===== src/rtl/etpd_pkg.sv =====
`default_nettype none

package etpd_pkg;

  // Default vertex capacity of the seen matrix.
  localparam int MAX_VERTICES_DEF = 64;

  // Fixed field widths.
  localparam int VC_W    = 7;
  localparam int VERT_W  = 7;
  localparam int COUNT_W = 32;
  localparam logic [VC_W-1:0] VERTEX_COUNT_RST = 7'd64;

  // Character codes that the token grammar uses.
  localparam logic [7:0] CH_OPEN  = 8'h28;
  localparam logic [7:0] CH_COMMA = 8'h2C;
  localparam logic [7:0] CH_CLOSE = 8'h29;
  localparam logic [7:0] CH_SPACE = 8'h20;
  localparam logic [7:0] CH_TAB   = 8'h09;
  localparam logic [7:0] CH_LF    = 8'h0A;
  localparam logic [7:0] CH_ZERO  = 8'h30;
  localparam logic [7:0] CH_NINE  = 8'h39;

  // Input and result kinds.
  localparam logic KIND_TEXT = 1'b0;
  localparam logic KIND_EOS  = 1'b1;
  localparam logic RES_EDGE  = 1'b0;
  localparam logic RES_SUMM  = 1'b1;

  // Token parser phases.
  typedef enum logic [2:0] {
    PH_START,
    PH_FIRST,
    PH_SECOND,
    PH_DONE,
    PH_REJECT
  } phase_t;

  // Events that the parser raises for the item it takes in this cycle.
  typedef struct packed {
    logic edge_hit;
    logic eos_hit;
    logic empty;
  } parse_evt_t;

endpackage

`default_nettype wire


===== src/rtl/etpd_parser.sv =====
`default_nettype none

module etpd_parser #(
  parameter int MAX_VERTICES = etpd_pkg::MAX_VERTICES_DEF,
  parameter int NUM_W        = $clog2(MAX_VERTICES + 2)
) (
  input  wire logic                         clk,
  input  wire logic                         rst_n,
  input  wire logic                         fire,
  input  wire logic                         kind,
  input  wire logic [7:0]                   char_code,
  input  wire logic [etpd_pkg::VC_W-1:0]    vertex_count,
  output etpd_pkg::parse_evt_t              evt,
  output logic [NUM_W-1:0]                  owner,
  output logic [NUM_W-1:0]                  neighbor,
  output logic [etpd_pkg::COUNT_W-1:0]      count
);

  localparam int ACC_W = NUM_W + 4;
  localparam int CMP_W = (NUM_W > etpd_pkg::VC_W) ? NUM_W : etpd_pkg::VC_W;
  localparam logic [NUM_W-1:0] NUM_SAT = NUM_W'(MAX_VERTICES + 1);
  localparam logic [NUM_W-1:0] NUM_MAX = NUM_W'(MAX_VERTICES);

  etpd_pkg::phase_t                 phase_r, phase_nxt;
  logic [NUM_W-1:0]                 first_r, first_nxt;
  logic [NUM_W-1:0]                 second_r, second_nxt;
  logic [etpd_pkg::COUNT_W-1:0]     count_r, count_nxt;
  logic                             is_digit;
  logic                             is_delim;

  // Decimal accumulate that saturates just above the vertex range.
  function automatic logic [NUM_W-1:0] add_digit(input logic [NUM_W-1:0] acc,
                                                 input logic [3:0] dig);
    logic [ACC_W-1:0] sum;
    sum = ACC_W'(acc) * ACC_W'(10) + ACC_W'(dig);
    if (acc >= NUM_SAT || sum > ACC_W'(NUM_SAT)) begin
      return NUM_SAT;
    end
    return NUM_W'(sum);
  endfunction

  // A number is in range when it lies in 1..min(vertex_count, capacity).
  function automatic logic in_range(input logic [NUM_W-1:0] v,
                                    input logic [etpd_pkg::VC_W-1:0] vc);
    return (v != '0) && (CMP_W'(v) <= CMP_W'(vc)) && (v <= NUM_MAX);
  endfunction

  assign is_digit = (char_code >= etpd_pkg::CH_ZERO) && (char_code <= etpd_pkg::CH_NINE);
  assign is_delim = (char_code == etpd_pkg::CH_SPACE) || (char_code == etpd_pkg::CH_TAB) ||
                    (char_code == etpd_pkg::CH_LF);

  // Token state registers.
  always_ff @(posedge clk) begin
    if (!rst_n) begin
      phase_r  <= etpd_pkg::PH_START;
      first_r  <= '0;
      second_r <= '0;
      count_r  <= '0;
    end else begin
      phase_r  <= phase_nxt;
      first_r  <= first_nxt;
      second_r <= second_nxt;
      count_r  <= count_nxt;
    end
  end

  // Next token state and the event for the item taken in this cycle.
  always_comb begin
    phase_nxt    = phase_r;
    first_nxt    = first_r;
    second_nxt   = second_r;
    count_nxt    = count_r;
    evt.edge_hit = 1'b0;
    evt.eos_hit  = 1'b0;
    evt.empty    = (count_r == '0);
    owner        = second_r;
    neighbor     = first_r;
    if (fire) begin
      if (kind == etpd_pkg::KIND_EOS) begin
        evt.eos_hit = 1'b1;
        phase_nxt   = etpd_pkg::PH_START;
        first_nxt   = '0;
        second_nxt  = '0;
      end else if (is_delim) begin
        // Both numbers were range-checked on the way into the done phase.
        if (phase_r == etpd_pkg::PH_DONE) begin
          evt.edge_hit = 1'b1;
          if (count_r != '1) begin
            count_nxt = count_r + 1'b1;
          end
        end
        phase_nxt  = etpd_pkg::PH_START;
        first_nxt  = '0;
        second_nxt = '0;
      end else begin
        unique case (phase_r)
          etpd_pkg::PH_START: begin
            phase_nxt = (char_code == etpd_pkg::CH_OPEN) ? etpd_pkg::PH_FIRST
                                                         : etpd_pkg::PH_REJECT;
          end
          etpd_pkg::PH_FIRST: begin
            if (is_digit) begin
              first_nxt = add_digit(first_r, char_code[3:0]);
            end else if (char_code == etpd_pkg::CH_COMMA) begin
              phase_nxt = in_range(first_r, vertex_count) ? etpd_pkg::PH_SECOND
                                                          : etpd_pkg::PH_REJECT;
            end else if (char_code != etpd_pkg::CH_CLOSE) begin
              phase_nxt = etpd_pkg::PH_REJECT;
            end
          end
          etpd_pkg::PH_SECOND: begin
            if (is_digit) begin
              second_nxt = add_digit(second_r, char_code[3:0]);
            end else if (char_code == etpd_pkg::CH_CLOSE) begin
              phase_nxt = in_range(second_r, vertex_count) ? etpd_pkg::PH_DONE
                                                           : etpd_pkg::PH_REJECT;
            end else begin
              phase_nxt = etpd_pkg::PH_REJECT;
            end
          end
          etpd_pkg::PH_DONE: begin
            phase_nxt = etpd_pkg::PH_DONE;
          end
          default: begin
            phase_nxt = etpd_pkg::PH_REJECT;
          end
        endcase
      end
    end
    // Edge results carry the count that includes this edge.
    count = count_nxt;
  end

endmodule

`default_nettype wire


===== src/rtl/etpd_seen_mem.sv =====
`default_nettype none

module etpd_seen_mem #(
  parameter int MAX_VERTICES = etpd_pkg::MAX_VERTICES_DEF,
  parameter int ROW_W        = $clog2(MAX_VERTICES)
) (
  input  wire logic                    clk,
  input  wire logic                    rst_n,
  input  wire logic                    rd_en,
  input  wire logic [ROW_W-1:0]        rd_addr,
  input  wire logic                    wr_en,
  input  wire logic [ROW_W-1:0]        wr_addr,
  input  wire logic [MAX_VERTICES-1:0] wr_data,
  output logic [MAX_VERTICES-1:0]      rd_data_r,
  output logic                         clearing
);

  localparam logic [ROW_W-1:0] LAST_ROW = ROW_W'(MAX_VERTICES - 1);

  logic [MAX_VERTICES-1:0] mem [MAX_VERTICES];
  logic                    clearing_r;
  logic [ROW_W-1:0]        clr_idx_r;

  assign clearing = clearing_r;

  // Clearing pass after reset, one row per cycle.
  always_ff @(posedge clk) begin
    if (!rst_n) begin
      clearing_r <= 1'b1;
      clr_idx_r  <= '0;
    end else if (clearing_r) begin
      clr_idx_r <= clr_idx_r + 1'b1;
      if (clr_idx_r == LAST_ROW) begin
        clearing_r <= 1'b0;
      end
    end
  end

  // One write port shared by the clearing pass and the row update.
  always_ff @(posedge clk) begin
    if (clearing_r) begin
      mem[clr_idx_r] <= '0;
    end else if (wr_en) begin
      mem[wr_addr] <= wr_data;
    end
  end

  // Registered read port.
  always_ff @(posedge clk) begin
    if (rd_en) begin
      rd_data_r <= mem[rd_addr];
    end
  end

endmodule

`default_nettype wire


===== src/rtl/edge_token_parser_dedup.sv =====
// Channel   Direction  Handshake              Payload
// in_       input      in_valid / in_ready    in_kind, in_char_code
// out_      output     out_valid / out_ready  out_result_kind .. out_empty_input
// cfg_      input      cfg_we                 cfg_wdata (vertex_count)
//
// One item is accepted per cycle while in_ready is high; a result passes
// through the stage register and the output register. The rate is set by the
// token parser and one row read per edge. After reset a clearing pass zeroes
// the seen matrix row by row; in_ready stays low during it, configuration
// writes are taken as ever. Apart from that pass, in_ready drops only while a
// result waits in the stage register and the output register is stalled.
`default_nettype none

module edge_token_parser_dedup #(
  parameter int MAX_VERTICES = etpd_pkg::MAX_VERTICES_DEF
) (
  input  wire logic                            clk,
  input  wire logic                            rst_n,
  input  wire logic                            in_valid,
  output logic                                 in_ready,
  input  wire logic                            in_kind,
  input  wire logic [7:0]                      in_char_code,
  output logic                                 out_valid,
  input  wire logic                            out_ready,
  output logic                                 out_result_kind,
  output logic [etpd_pkg::VERT_W-1:0]          out_owner_vertex,
  output logic [etpd_pkg::VERT_W-1:0]          out_neighbor_vertex,
  output logic                                 out_is_new,
  output logic [etpd_pkg::COUNT_W-1:0]         out_edge_count,
  output logic                                 out_empty_input,
  input  wire logic                            cfg_we,
  input  wire logic [etpd_pkg::VC_W-1:0]       cfg_wdata
);

  localparam int NUM_W = $clog2(MAX_VERTICES + 2);
  localparam int ROW_W = $clog2(MAX_VERTICES);

  logic [etpd_pkg::VC_W-1:0]     vertex_count_r;
  logic                          fire;
  logic                          clearing;
  logic                          s1_adv;
  etpd_pkg::parse_evt_t          evt;
  logic [NUM_W-1:0]              p_owner;
  logic [NUM_W-1:0]              p_neighbor;
  logic [etpd_pkg::COUNT_W-1:0]  p_count;
  logic [MAX_VERTICES-1:0]       rd_row;
  logic [MAX_VERTICES-1:0]       wr_row;
  logic [ROW_W-1:0]              s1_col;
  logic                          s1_fresh;
  logic                          wr_en;

  logic                          s1_valid_r;
  logic                          s1_kind_r;
  logic [NUM_W-1:0]              s1_owner_r;
  logic [NUM_W-1:0]              s1_neighbor_r;
  logic [etpd_pkg::COUNT_W-1:0]  s1_count_r;
  logic                          s1_empty_r;
  logic                          out_valid_r;
  logic                          out_kind_r;
  logic [etpd_pkg::VERT_W-1:0]   out_owner_r;
  logic [etpd_pkg::VERT_W-1:0]   out_neighbor_r;
  logic                          out_new_r;
  logic [etpd_pkg::COUNT_W-1:0]  out_count_r;
  logic                          out_empty_r;

  // Configuration register.
  always_ff @(posedge clk) begin
    if (!rst_n) begin
      vertex_count_r <= etpd_pkg::VERTEX_COUNT_RST;
    end else if (cfg_we) begin
      vertex_count_r <= cfg_wdata;
    end
  end

  // Handshake: the stage register must have room for a possible result.
  assign s1_adv   = !out_valid_r || out_ready;
  assign in_ready = !clearing && (!s1_valid_r || s1_adv);
  assign fire     = in_valid && in_ready;

  etpd_parser #(
    .MAX_VERTICES (MAX_VERTICES),
    .NUM_W        (NUM_W)
  ) u_parser (
    .clk          (clk),
    .rst_n        (rst_n),
    .fire         (fire),
    .kind         (in_kind),
    .char_code    (in_char_code),
    .vertex_count (vertex_count_r),
    .evt          (evt),
    .owner        (p_owner),
    .neighbor     (p_neighbor),
    .count        (p_count)
  );

  // Row update: test the neighbor bit and set it as the result moves on.
  assign s1_col   = ROW_W'(s1_neighbor_r - 1'b1);
  assign s1_fresh = !rd_row[s1_col];
  assign wr_row   = rd_row | (MAX_VERTICES'(1) << s1_col);
  assign wr_en    = s1_valid_r && s1_adv && (s1_kind_r == etpd_pkg::RES_EDGE);

  etpd_seen_mem #(
    .MAX_VERTICES (MAX_VERTICES),
    .ROW_W        (ROW_W)
  ) u_seen (
    .clk       (clk),
    .rst_n     (rst_n),
    .rd_en     (evt.edge_hit),
    .rd_addr   (ROW_W'(p_owner - 1'b1)),
    .wr_en     (wr_en),
    .wr_addr   (ROW_W'(s1_owner_r - 1'b1)),
    .wr_data   (wr_row),
    .rd_data_r (rd_row),
    .clearing  (clearing)
  );

  // Stage register: holds a result while its matrix row is read.
  always_ff @(posedge clk) begin
    if (!rst_n) begin
      s1_valid_r <= 1'b0;
    end else if (evt.edge_hit || evt.eos_hit) begin
      s1_valid_r <= 1'b1;
    end else if (s1_adv) begin
      s1_valid_r <= 1'b0;
    end
  end

  always_ff @(posedge clk) begin
    if (evt.edge_hit || evt.eos_hit) begin
      s1_kind_r     <= evt.eos_hit ? etpd_pkg::RES_SUMM : etpd_pkg::RES_EDGE;
      s1_owner_r    <= p_owner;
      s1_neighbor_r <= p_neighbor;
      s1_count_r    <= p_count;
      s1_empty_r    <= evt.empty;
    end
  end

  // Output register.
  always_ff @(posedge clk) begin
    if (!rst_n) begin
      out_valid_r <= 1'b0;
    end else if (s1_valid_r && s1_adv) begin
      out_valid_r <= 1'b1;
    end else if (out_ready) begin
      out_valid_r <= 1'b0;
    end
  end

  always_ff @(posedge clk) begin
    if (s1_valid_r && s1_adv) begin
      out_kind_r  <= s1_kind_r;
      out_count_r <= s1_count_r;
      if (s1_kind_r == etpd_pkg::RES_EDGE) begin
        out_owner_r    <= etpd_pkg::VERT_W'(s1_owner_r);
        out_neighbor_r <= etpd_pkg::VERT_W'(s1_neighbor_r);
        out_new_r      <= s1_fresh;
        out_empty_r    <= 1'b0;
      end else begin
        out_owner_r    <= '0;
        out_neighbor_r <= '0;
        out_new_r      <= 1'b0;
        out_empty_r    <= s1_empty_r;
      end
    end
  end

  assign out_valid           = out_valid_r;
  assign out_result_kind     = out_kind_r;
  assign out_owner_vertex    = out_owner_r;
  assign out_neighbor_vertex = out_neighbor_r;
  assign out_is_new          = out_new_r;
  assign out_edge_count      = out_count_r;
  assign out_empty_input     = out_empty_r;

endmodule

`default_nettype wire


===== config.mk =====
export PLATFORM = sky130hd
export DESIGN_NAME = edge_token_parser_dedup
export DESIGN_NICKNAME = d
export VERILOG_FILES = /design/src/rtl/etpd_pkg.sv /design/src/rtl/etpd_parser.sv /design/src/rtl/etpd_seen_mem.sv /design/src/rtl/edge_token_parser_dedup.sv
export SDC_FILE = /design/constraint.sdc
export NUM_CORES = 2
export LEC_CHECK = 0
export ABC_AREA = 0
export BUFFER_PORTS_ARGS = -buffer_cell sky130_fd_sc_hd__buf_2
export CELL_PAD_IN_SITES_DETAIL_PLACEMENT = 1
export CELL_PAD_IN_SITES_GLOBAL_PLACEMENT = 2
export CORE_AREA = 4 4 750 566
export CTS_CLUSTER_SIZE = 30
export DETAILED_ROUTE_END_ITERATION = 8
export DIE_AREA = 0 0 754 570
export PLACE_DENSITY_LB_ADDON = 0.1
export RECOVER_POWER = 50
export SLEW_MARGIN = 30
export SYNTH_ARGS = -nofsm -noshare
export SYNTH_HDL_FRONTEND = slang
export SYNTH_SLANG_ARGS = --single-unit
export TNS_END_PERCENT = 1

===== constraint.sdc =====
create_clock -name clk -period 9 [get_ports clk]
set_input_delay 0.9 -clock clk [delete_from_list [all_inputs] [get_ports clk]]
set_output_delay 0.9 -clock clk [all_outputs]
set_load 0.005 [all_outputs]

# ---- After elaboration in Yosys (flattened, before gate mapping)
# Memories as Yosys holds them, arrays and structs flattened. A register that Yosys moved wholly into a read port is not among the register bits.
# Index checks and enable logic that the tools add are counted.
dict set report op_classes {
  addsub 7
  mul 2
  order_cmp 11
  n_eq_ne 15
  shift 1
  muxes 62
  bitwise 2
  n_reduce_logical 33
}
# op count
set ops {}
lappend ops {{two-way mux 32 bit} 5}
lappend ops {{two-way mux 7 bit} 12}
lappend ops {{two-way mux 64 bit} 1}
lappend ops {{bitwise OR 64 bit} 1}
lappend ops {{OR reduction 64 bit} 1}
lappend ops {{left shift 1 x 6 -> 64 bit, first input constant} 1}
lappend ops {{adder 32 x 1 -> 32 bit, second input constant} 1}
lappend ops {{== test 8 x 6 -> 1 bit, second input constant} 4}
lappend ops {{zero test 32 bit} 1}
lappend ops {{inequality test 32 bit, second input constant} 1}
lappend ops {{two-way mux 1 bit} 30}
lappend ops {{two-way mux 3 bit} 10}
lappend ops {{adder 11 x 4 -> 11 bit} 2}
lappend ops {{> comparator 11 x 7 -> 1 bit, second input constant} 2}
lappend ops {{multiplier 7 x 3 -> 10 bit, second input constant} 2}
lappend ops {{subtractor 6 x 1 -> 6 bit, second input constant} 3}
lappend ops {{== test 8 x 4 -> 1 bit, second input constant} 2}
lappend ops {{>= comparator 7 bit, second input constant} 2}
lappend ops {{less-or-equal comparator 7 bit} 2}
lappend ops {{less-or-equal comparator 7 bit, second input constant} 2}
lappend ops {{nonzero test 7 bit} 2}
lappend ops {{case mux 3 bit (4 select lines)} 1}
lappend ops {{logical AND 1 bit} 9}
lappend ops {{nonzero test 3 bit} 3}
lappend ops {{20 further kinds} 33}
dict set report word_totals {
  ff_bits 162
  ram_bits 4096
  inputBits 21
  out_inout_bits 51
  word_cells 154
  mem_count 1
}
# name depth word_bits read_ports rd_clocked_by_memory_dff write_ports line
set memory_table {}
lappend memory_table {u_seen.mem 64 64 1 1 1 etpd_seen_mem.sv:20} ;# logic [MAX_VERTICES-1:0] mem [MAX_VERTICES];

# ---- Longest topological paths before layout
dict set report logic_depth {
  word_depth 15
  ltp_mapped 13
  ltp_nobuf 9
}

# ---- By module
# From an unflattened synthesis, not the netlist that was laid out.
dict set report unflattened {
  cells_unflattened 7466
  hier_area_um2 165827.8
}
# mod instances cells_per_inst area_each_um2 seq_area_each_um2
set by_module_without_submodules {}
lappend by_module_without_submodules {etpd_seen_mem 1 6633 156710.3 125059.9}
lappend by_module_without_submodules {edge_token_parser_dedup 1 348 5009.8 3093.0}
lappend by_module_without_submodules {etpd_parser 1 485 4107.7 980.9}

# ---- Worst setup path after synthesis
# OpenSTA, ideal clock, no wires.
dict set report synth_path {
  kind {input port to flip-flop}
  startpoint {input out_ready}
  endpoint {memory u_seen.mem[44][0] (netlist bit) (enable)}
  setup_ns 0.487
  arrival_ns 5.041
  required_ns 8.513
  path_slack_ns 3.472
  path_stages 6
  path_buffers 0
  path_cell_list {nor2b_1 nor4b_2 mux2_2 nor2_1 nand2_1 nor2_1}
}
dict set report synth_via {
  elab_chain_cells 8
  word_cells_on_any_way 9
  classes_between {5 x mux; 4 x reduce/logical}
}
# item line
set synth_lines {}
lappend synth_lines {{start: declaration} edge_token_parser_dedup.sv:24} ;# input wire logic out_ready,
lappend synth_lines {{logical OR 1 bit *} edge_token_parser_dedup.sv:76} ;# assign s1_adv = !out_valid_r || out_ready;
lappend synth_lines {{logical AND 1 bit * (2 in series)} edge_token_parser_dedup.sv:100} ;# assign wr_en = s1_valid_r && s1_adv && (s1_kind_r == etpd_pkg::RES_EDGE);
lappend synth_lines {{two-way mux 1 bit *} etpd_seen_mem.sv:43} ;# end else if (wr_en) begin
lappend synth_lines {{two-way mux 1 bit *} etpd_seen_mem.sv:41} ;# if (clearing_r) begin
lappend synth_lines {{two-way mux 1 bit (not written as such) *} etpd_seen_mem.sv:44} ;# mem[wr_addr] <= wr_data;
lappend synth_lines {{OR reduction 64 bit (no line)} -}
lappend synth_lines {{two-way mux 6 bit (no line) or two-way mux 1 bit (tied branches)} -}
lappend synth_lines {{end: declaration} etpd_seen_mem.sv:20}
# Mark *: on every way between the ends. The rest lies on a longest branch, timed or not.

# ---- Worst setup path in the final report
dict set report layout_path {
  startpoint {register s1_kind_r}
  endpoint {memory u_seen.mem[40][45] (netlist bit) (enable)}
}
dict set report layout_via {
  elab_chain_cells 7
  word_cells_on_any_way 8
  classes_between {5 x mux; 1 x bitwise; 2 x reduce/logical}
}
# item line
set layout_lines {}
lappend layout_lines {{start: declaration} edge_token_parser_dedup.sv:53} ;# logic s1_kind_r;
lappend layout_lines {{start signal: assignment} edge_token_parser_dedup.sv:130} ;# s1_kind_r <= evt.eos_hit ? etpd_pkg::RES_SUMM : etpd_pkg::RES_EDGE;
lappend layout_lines {{NOT 1 bit *} -}
lappend layout_lines {{logical AND 1 bit *} edge_token_parser_dedup.sv:100}
lappend layout_lines {{two-way mux 1 bit *} etpd_seen_mem.sv:43}
lappend layout_lines {{two-way mux 1 bit *} etpd_seen_mem.sv:41}
lappend layout_lines {{two-way mux 1 bit (not written as such) *} etpd_seen_mem.sv:44}
lappend layout_lines {{OR reduction 64 bit (no line)} -}
lappend layout_lines {{two-way mux 6 bit (no line) or two-way mux 1 bit (tied branches)} -}
# Marked as above.

==> results.cfg <==
[run_status]
status = finished, violations left
violations = max-capacitance violations, max-slew violations

[global_routing]
grt_pass1_wl_um = 692000
track_usage_pct = 23.2
grt_pass1_vias = 81300
antenna_found_initial = 31
grt_max_degree = 102
overflow = 0

[floorplanning]
start_util_pct = 39.8
pin_count = 72
die_h_um = 570
dieWidth_um = 754
dieArea_mm2 = 0.430
row_count = 206
core_mm2 = 0.418

[clock_network]
numCtsBuffers = 436
cts_tree = yes
path_clk_slew_ps = 60
clock-sinks = 4322
root_buffer = clkbuf_16
postCtsResizedCells = 0
postCtsHoldBufs = 0
clk_path_buf_depth = 4
insertion_delay_ps = 1010
post_cts_buffers = 0
cts_htree_levels = 5

[critical_path]
end_kind = register
crit_arrival_ps = 7340
critPathMaxFanout = 34
startpoint_type = register
crit_type = register to register
worstPathRequired_ps = 9520

[cells_and_area]
drive_gt1_share_pct = 30.0
seq_area_mm2 = 0.129
final_area_mm2 = 0.189
layout_commonest_cell = edfxtp_1
area_growth_pct = 13.9
nFillCells = 37200
nets = 7476
final_cell_mix = 4257 x edfxtp_1, 1300 x mux4_2, 440 x clkbuf_16, 228 x buf_4, 153 x clkbuf_1
multi_input_area_mm2 = 0.0362

[timing]
rsz0062_at_grt = false
max_slew.worst_pin.slew_ps = 4050
drv_slew = 1184
finalSetupTns_ps = 0
hold-worst-slack_ps = 149
slew_headroom_pct = -170
setup_viol = 0
skew_ps = 34.1
timing.final.crit_period_ps = 6820
fmax_ghz = 0.147
hold_viol = 0
fin_crit_sh_pct = 75.8

[place]
place_area_mm2 = 0.176
routabilityCongestion = 0.792
dp_hpwl_um = 280000
portBuffers = 71

[synthesis]
synth_area_mm2 = 0.166
synth_seq_cells = 4322
synthCells = 6949
synth_area_leaders = edfxtp_1 77%, mux4_2 18%, dfxtp_1 0.78%, a22oi_1 0.58%, clkbuf_1 0.43%
syn_area_per_cell_um2 = 23.9
yosysWarnings = 0
synth_top_area_share_pct = 77.0
yosysTopAreaCell = edfxtp_1
syn_nets = 7024
synth_edf_count = 4257
synthArstFlopShare_pct = 0
yosys.cell_types.count = 73
ys.flop_type = edfxtp_1
ys_seq_area_share_pct = 77.8

[pwr]
power_leakage_uw = 0.0551
ir_drop_v = 0.000166
power.density_mw_per_mm2 = 212

[min_path]
min_path_type = primary input to register

[drt]
avgViaCountPerCell = 5.90
drc = 0
num_vias = 79000
antenna_left = 0
avgRoutedWirePerCell_um = 37.5
routed_wl_um = 503000
drtPass1Iterations = 5
initialDrtViolationCount = 10300

[run]
cap_violations = 39
[cell type report]
type / instances / share of cell area, %
clock inverter: 276 / 1.33
multi-input combinational: 2252 / 19.1
inverter: 29 / 0.0576
tap: 5616 / 3.71
antenna: 11 / 0.0146
clock buffer: 531 / 6.04
timing repair buffer: 360 / 1.44
sequential: 4322 / 68.3
[critical path, cell delays in order (launching register included)]
cell,delay [ps]
edfxtp_1,930
or4b_1,1790
o21a_1,390
nand2_1,310
nor2_1,370
clkbuf_1,2450
[final timing paths]
path            startpoint            endpoint  slack, ps  cells past startpoint
max              s1_kind_r  u_seen.mem[40][45]       2180                      5
min           cfg_wdata[4]   vertex_count_r[4]        150                      3
max reg2reg      s1_kind_r  u_seen.mem[40][45]       2180                      5
min reg2reg  s1_count_r[3]   out_edge_count[3]        420                      0
[report_power, final]
group / total [uW] / internal, uW / switching, uW
Sequential: 21900 / 21900 / 25.6
Combinational: 196 / 39.7 / 157
Clock: 17900 / 10100 / 7860
Total: 40000 / 32000 / 8040
[Yosys cell counts, types with 8 or more instances]
cell         n
edfxtp_1  4257
mux4_2    1300
clkbuf_1   191
nor2_1     180
a22oi_1    129
buf_2      126
nand2_1    117
a21oi_1     65
dfxtp_1     65
ha_1        50
and2_1      43
xnor2_1     37
inv_1       29
nand3_1     29
nand4_1     27
buf_1       25
xor2_1      24
a31oi_1     20
nor3_1      19
and3_1      18
mux2i_1     17
nor2b_1     17
o21ai_0     17
nor4_1      14
a22o_1      11
nand2b_1     9
a21o_1       8
[through the flow]
| step | total power (uW) | utilization [%] | setup slack, ps | instances |
|---|---|---|---|---|
| final | 40000 | 45.3 | 2180 | 13400 |
| after global routing | 41400 | 45.3 | 1940 | 13400 |
| after CTS | 40500 | 45.4 | 4000 | 13400 |
| after detailed placement | 22500 | 42.0 | 3670 | 12600 |
| after global placement | 22500 | 42.0 | 3620 | 12600 |
| after floorplan | 22400 | - | 3470 | 6949 |
[cells by family (layout without fill, tap and decap cells)]
logic type | Yosys count | count (layout) | synth area share [%]
AND/OR/NAND/NOR | 525 | 525 | 1.58
flip-flops | 4322 | 4322 | 77.8
buffers and inverters | 375 | 1196 | 0.954
other | 0 | 11 | 0
XOR/XNOR | 61 | 61 | 0.322
adder cells (fa/ha/maj) | 54 | 54 | 0.425
AO/OA/AOI/OAI | 290 | 290 | 1.21
multiplexers | 1322 | 1322 | 17.8
[metal layers]
metal / GRT usage [%] / vias to the layer above / wire length [um]
met2: 34.4 / 2727 / 225000
met4: 4.54 / 2 / 9550
met1: 36.3 / 44800 / 235000
met3: 3.95 / 524 / 33900
li1: - / 31000 / -
met5: 0 / - / 13
[sequential cells by signal, indices dropped and copies added (netlist names), 3 cells and up]
name                 flops
u_seen.mem            4096
s1_count_r              32
u_seen.clr_idx_r         6
u_seen.rd_data_r        64
out_owner_vertex         7
u_parser.owner           7
vertex_count_r           7
out_edge_count          32
s1_owner_r               7
out_neighbor_vertex      7
u_parser.neighbor        7
s1_neighbor_r            7
u_parser.count_r        32
u_parser.phase_r         3
Power figures use the tool's default switching activity.
